<file path="src/rtl/nlms_pkg.sv">
`timescale 1ns / 1ps
// ----------------------------------------------------------------------------
// nlms_pkg
// Types, constants and command/status structs shared by the echo canceller.
// ----------------------------------------------------------------------------
package nlms_pkg;

    localparam int          SampleW   = 16;
    localparam int          CoefW     = 32;
    localparam int          StepW     = 16;
    localparam logic [15:0] StepReset = 16'd655;
    localparam logic [31:0] RegQ30    = 32'd1074;
    localparam int          NumW      = 56;
    localparam int          DenW      = 48;
    localparam logic [0:0]  AddrStep  = 1'b0;

    typedef struct packed {
        logic signed [15:0] far_sample;
        logic signed [15:0] mic_sample;
        logic               clear_first;
        logic               last_of_block;
    } t_in_item;

    typedef struct packed {
        logic signed [15:0] residual;
        logic               block_done;
    } t_out_item;

    typedef enum logic [2:0] {
        ST_IDLE,
        ST_CLEAR,
        ST_MAC,
        ST_RESID,
        ST_DIV,
        ST_UPD,
        ST_OUT,
        ST_INIT
    } t_state;

    typedef struct packed {
        logic load;
        logic clr_step;
        logic mac_step;
        logic resid;
        logic div_start;
        logic div_step;
        logic upd_step;
        logic finish;
    } t_cmd;

    typedef struct packed {
        logic clr_last;
        logic tap_last;
        logic div_last;
    } t_status;

endpackage

</file>
<file path="src/rtl/nlms_ctrl.sv">
`timescale 1ns / 1ps
// ----------------------------------------------------------------------------
// nlms_ctrl
// Sequencer: clear sweep, multiply-accumulate pass, residual, division, update pass, result hand-over.
// ----------------------------------------------------------------------------
module nlms_ctrl import nlms_pkg::*; (
    input  logic    i_clk,
    input  logic    i_rst_n,
    input  logic    i_in_valid,
    input  logic    i_clear_first,
    input  logic    i_out_free,
    input  t_status i_status,
    output logic    o_in_ready,
    output t_cmd    o_cmd
);

    t_state r_state, n_state;

    always_ff @(posedge i_clk) begin
        if (!i_rst_n) begin
            r_state <= ST_INIT;
        end else begin
            r_state <= n_state;
        end
    end

    always_comb begin
        n_state    = r_state;
        o_cmd      = '0;
        o_in_ready = 1'b0;
        case (r_state)
            ST_INIT: begin
                o_cmd.clr_step = 1'b1;
                if (i_status.clr_last) begin
                    n_state = ST_IDLE;
                end
            end
            ST_IDLE: begin
                o_in_ready = 1'b1;
                if (i_in_valid) begin
                    o_cmd.load = 1'b1;
                    n_state    = i_clear_first ? ST_CLEAR : ST_MAC;
                end
            end
            ST_CLEAR: begin
                o_cmd.clr_step = 1'b1;
                if (i_status.clr_last) begin
                    n_state = ST_MAC;
                end
            end
            ST_MAC: begin
                o_cmd.mac_step = 1'b1;
                if (i_status.tap_last) begin
                    n_state = ST_RESID;
                end
            end
            ST_RESID: begin
                o_cmd.resid     = 1'b1;
                o_cmd.div_start = 1'b1;
                n_state         = ST_DIV;
            end
            ST_DIV: begin
                o_cmd.div_step = 1'b1;
                if (i_status.div_last) begin
                    n_state = ST_UPD;
                end
            end
            ST_UPD: begin
                o_cmd.upd_step = 1'b1;
                if (i_status.tap_last) begin
                    n_state = ST_OUT;
                end
            end
            ST_OUT: begin
                if (i_out_free) begin
                    o_cmd.finish = 1'b1;
                    n_state      = ST_IDLE;
                end
            end
            default: begin
                n_state = ST_IDLE;
            end
        endcase
    end

endmodule

</file>
<file path="config.mk">
export PLATFORM = sky130hd
export DESIGN_NAME = nlms_ctrl
export DESIGN_NICKNAME = d
export VERILOG_FILES = /design/src/rtl/nlms_pkg.sv /design/src/rtl/nlms_ctrl.sv
export SDC_FILE = /design/constraint.sdc
export NUM_CORES = 1
export LEC_CHECK = 0
export BUFFER_PORTS_ARGS = -buffer_cell sky130_fd_sc_hd__buf_2
export CORE_AREA = 2 2 39 41
export CTS_CLUSTER_DIAMETER = 120
export CTS_CLUSTER_SIZE = 24
export DETAILED_ROUTE_END_ITERATION = 6
export DIE_AREA = 0 0 41 43
export PLACE_DENSITY = 0.52
export REMOVE_ABC_BUFFERS = 1
export SETUP_SLACK_MARGIN = 0.3
export SYNTH_ARGS = -nofsm -noshare
export SYNTH_HDL_FRONTEND = slang
export SYNTH_SLANG_ARGS = --single-unit
</file>
<file path="constraint.sdc">
create_clock -name i_clk -period 3.4 [get_ports i_clk]
set_clock_uncertainty 0.15 [all_clocks]
set_input_delay 0.17 -clock i_clk [delete_from_list [all_inputs] [get_ports i_clk]]
set_output_delay 0.17 -clock i_clk [all_outputs]
set_load 0.05 [all_outputs]
</file>
# ---- Yosys cells after proc, flatten, opt, wreduce, memory -nomap -nowiden
# Cells that the tools add are included.
dict set report op_classes {
  add_sub_neg 0
  n_mul 0
  div_mod_pow 0
  magnitude_cmp 0
  eq_ne 14
  n_shift 0
  mux 19
  n_bitwise 0
  reduce_logical 3
}
# operator count
set ops {}
lappend ops {{one-hot mux 3 bit (8 select lines)} 1}
lappend ops {{2-to-1 mux 3 bit} 7}
lappend ops {{!= test 2 bit, second input constant} 7}
lappend ops {{== test 3 bit, second input constant} 4}
lappend ops {{2-to-1 mux 1 bit} 9}
lappend ops {{AND reduction 7 bit} 1}
lappend ops {{== test 3 x 2 -> 1 bit, second input constant} 2}
lappend ops {{2-to-1 mux 2 bit} 2}
lappend ops {{== test 3 x 1 -> 1 bit, second input constant} 1}
lappend ops {{logical NOT 3 bit} 1}
lappend ops {{OR reduction 2 bit} 1}
dict set report totals {
  regBits 3
  latchBits 0
  ramBits 0
  romBits 0
  in_bits 8
  out_inout_bits 9
  wordCells 37
  memories 0
}

# ---- Longest topological paths before layout
dict set report logic_depth {
  ltp_word 3
  depth_mapped 6
  mapped_depth_nobuf 4
}

# ---- Least setup slack after synthesis
# No wires, ideal clock.
dict set report synth_timing {
  path_type {flip-flop to output port}
  start {register r_state[2]}
  end {output o_cmd[7] in the netlist's numbering}
  arrival_time_ns 2.281
  required_time_ns 3.080
  slack_ns 0.799
  stages_incl_launch_ff 5
  n_path_buf 2
  cell_sequence {dfxtp_1 > clkbuf_2 > buf_4 > nor3_1 > and2_1}
}
# element line_no
set synth_lines {}
lappend synth_lines {{start, declared} nlms_ctrl.sv:17} ;# t_state r_state, n_state;
lappend synth_lines {{start signal, assigned} nlms_ctrl.sv:23} ;# r_state <= n_state;
lappend synth_lines {{end, declared} nlms_ctrl.sv:14} ;# output t_cmd o_cmd

==> impl_metrics.env <==
export IMPL_outcome="completed"
export IMPL_dr_pass1_iters=4
export IMPL_synth_edf_count=0
export IMPL_synth_seq_area_share=0.183
export IMPL_dominantRegCellSynth="dfxtp_1"
export IMPL_reg_top3="r_state x3"
export IMPL_start_util=0.238
export IMPL_layout_cells_most_common_list="buf_2 (16), nor2_1 (5), nand2_1 (4), nor3_1 (4), a211oi_1 (4)"
export IMPL_syn_cell_area_um2=329
export IMPL_cts_path_max_buffers=2
export IMPL_final_area_um2=419
export IMPL_drc=0
export IMPL_crit_chain="inv_2 > nor3_1 > buf_2"
export IMPL_dp_slack_ns=1.70
export IMPL_cp_max_fo=15
export IMPL_cts_tree="built"
export IMPL_grtUsageTotal=0.102
export IMPL_synthArstFlopShare=0
export IMPL_grt_max_degree=17
export IMPL_drt_wirelength_per_cell_um=10.2
export IMPL_timing_final_ws_setup_ns=1.57
export IMPL_dieArea_mm2=0.00176
export IMPL_synth_xor_xnor_area_share=0.0266
export IMPL_ant_nets=0
export IMPL_synth_seq_cells=3
export IMPL_root_buffer="clkbuf_4"
export IMPL_vias=360
export IMPL_num_antenna_cells=0
export IMPL_die_y_um=43
export IMPL_hp_class="in -> reg"
export IMPL_area_growth_pct=27.4
export IMPL_clk_latency_ns=0.23
export IMPL_crit_buf_inv=2
export IMPL_gp_congestion=0.768
export IMPL_critPathRequiredTime_ns=3.08
export IMPL_period_minus_slack_ns=1.83
export IMPL_largest_register="r_state"
export IMPL_synth_avg_cell_area_um2=7.31
export IMPL_htreeDepth=1
export IMPL_muxShareOfSynthArea=0.0913
export IMPL_r2r_cells=4
export IMPL_largest_reg_flops=3
export IMPL_cpPeakStageDelay_ns=0.66
export IMPL_reg2reg_setup_slack_ns=1.66
export IMPL_path_clk_slew_ns=0.04
export IMPL_setup_worst_path_class="reg -> out"
export IMPL_setup_violations_final=0
export IMPL_final_max_slew_violation_count=0
export IMPL_place_port_buffers=16
export IMPL_start_kind="flop"
export IMPL_floorplan_rows=14
export IMPL_dpl_cell_area_um2=383
export IMPL_endpoint_kind="output port"
export IMPL_fin_crit_sh=0.537
export IMPL_synth_simple_area_share=0.247
export IMPL_whs_ns=0.178
export IMPL_drive_gt1_frac=0.367
export IMPL_worstMarginPinSlew_ns=0.553
export IMPL_tns_ns=0
export IMPL_num_io_pins=17
export IMPL_ir_drop_mv=0.384
export IMPL_clock_fmax_ghz=0.548
export IMPL_numCtsBuffers=3
export IMPL_first_global_vias=266
export IMPL_r2r_start="r_state[1]"
export IMPL_endpoint="o_cmd[4]"
export IMPL_mostFrequentLayoutCell="buf_2"
export IMPL_die_w_um=41
export IMPL_vias_per_cell=4.74
export IMPL_drt_iter0_markers=4
export IMPL_cp_top_family="flip-flops"
export IMPL_grt_first_pass_wirelength_um=1190
export IMPL_crit_start="r_state[1]"
export IMPL_rsz0062_at_grt="no"
export IMPL_coreArea_mm2=0.00138
export IMPL_overflow=0
export IMPL_yosys_area_share_adder=0
export IMPL_max_cap_violations=0
export IMPL_power_leakage_uw=0.000212
export IMPL_critPathSlowestCell="dfxtp_1"
export IMPL_slew_headroom=0.631
export IMPL_grt_antenna_before_repair=0
export IMPL_power_density_mw_per_mm2=974
export IMPL_cp_depth=3
export IMPL_synthCells=45
export IMPL_dp_hpwl_um=549
export IMPL_synth_cell_types=22
export IMPL_final_nets=69
export IMPL_clock_sinks=3
export IMPL_synth_compound_area_frac=0.278
export IMPL_wl_um=777
export IMPL_synth_top_family_by_area="compound AO/OA/AOI/OAI gates"
export IMPL_hold_viol=0
export IMPL_critPathArrivalTime_ns=1.51
export IMPL_reg2reg_to="r_state[1]"
export IMPL_synth_warnings=0
export IMPL_fillers=158
export IMPL_postLayoutCoreUtil=0.303
[synth_stat cells (2+ instances only)]
cell type	number	area, um2
nor2_1	5	18.8
a211oi_1	4	30.0
buf_4	4	30.0
nand2_1	4	15.0
nor3_1	4	20.0
dfxtp_1	3	60.1
mux2i_1	3	30.0
a21oi_1	2	10.0
inv_1	2	7.51
o21ai_0	2	10.0
[stage by stage]
| stage | instances | power (uW) |
|---|---|---|
| 2_1_floorplan | 39 | 289 |
| 3_3_place_gp | 71 | 344 |
| 3_5_place_dp | 71 | 344 |
| 4_1_cts | 76 | 411 |
| 5_1_grt | 76 | 438 |
| 6_report | 76 | 408 |
[area by class of cell]
class,instances,area [um2],share of cell area
clock buffers,4,26.3,0.0627
multi-input cells,33,211,0.504
inverters,3,11.3,0.0269
well taps,16,20.0,0.0478
flip-flops and latches,3,60.1,0.143
repair buffers,17,90.1,0.215
[logic make-up after synthesis]
family,count (synthesis)
buffers and inverters,9
multiplexers,3
flip-flops,3
AND/OR/NAND/NOR,17
AO/OA/AOI/OAI,12
XOR/XNOR,1
[worst min-delay path: stages]
cell,delay (ns)
buf_2,0.09
nand2b_1,0.13
a41oi_1,0.11
[report_power, final]
part	internal, uW	switching, uW	total (uW)
Combinational	72.3	166	238
Clock	44.1	19.8	63.9
Sequential	49.8	56.6	106
Total	166	242	408
[repair_timing]
item,in CTS,in global routing
resized for setup,0,0
hold buffers,1,0
hold endpoints to repair,1,0
buffers inserted,0,0
[metal layers]
layer | routed length, um | track usage | part of all wire | vias to the layer above
li1 | - | - | - | 189
met1 | 397 | 0.145 | 0.51 | 155
met2 | 319 | 0.122 | 0.41 | 16
met3 | 60 | 0.0471 | 0.077 | 0
met4 | 0 | 0.0600 | 0 | 0
met5 | 0 | 0 | 0 | -
[worst min path at each step]
stage                startpoint          to  slack, ns  depth (start not counted)
floorplan               i_rst_n  r_state[2]        0.1                          1
global placement        i_rst_n  r_state[2]       0.25                          2
detailed placement      i_rst_n  r_state[2]       0.24                          2
CTS                 i_status[1]  r_state[1]       0.16                          3
global route        i_status[1]  r_state[1]       0.18                          3
finish              i_status[1]  r_state[1]       0.18                          3
Note: power is estimated with default switching activity, not from simulation.
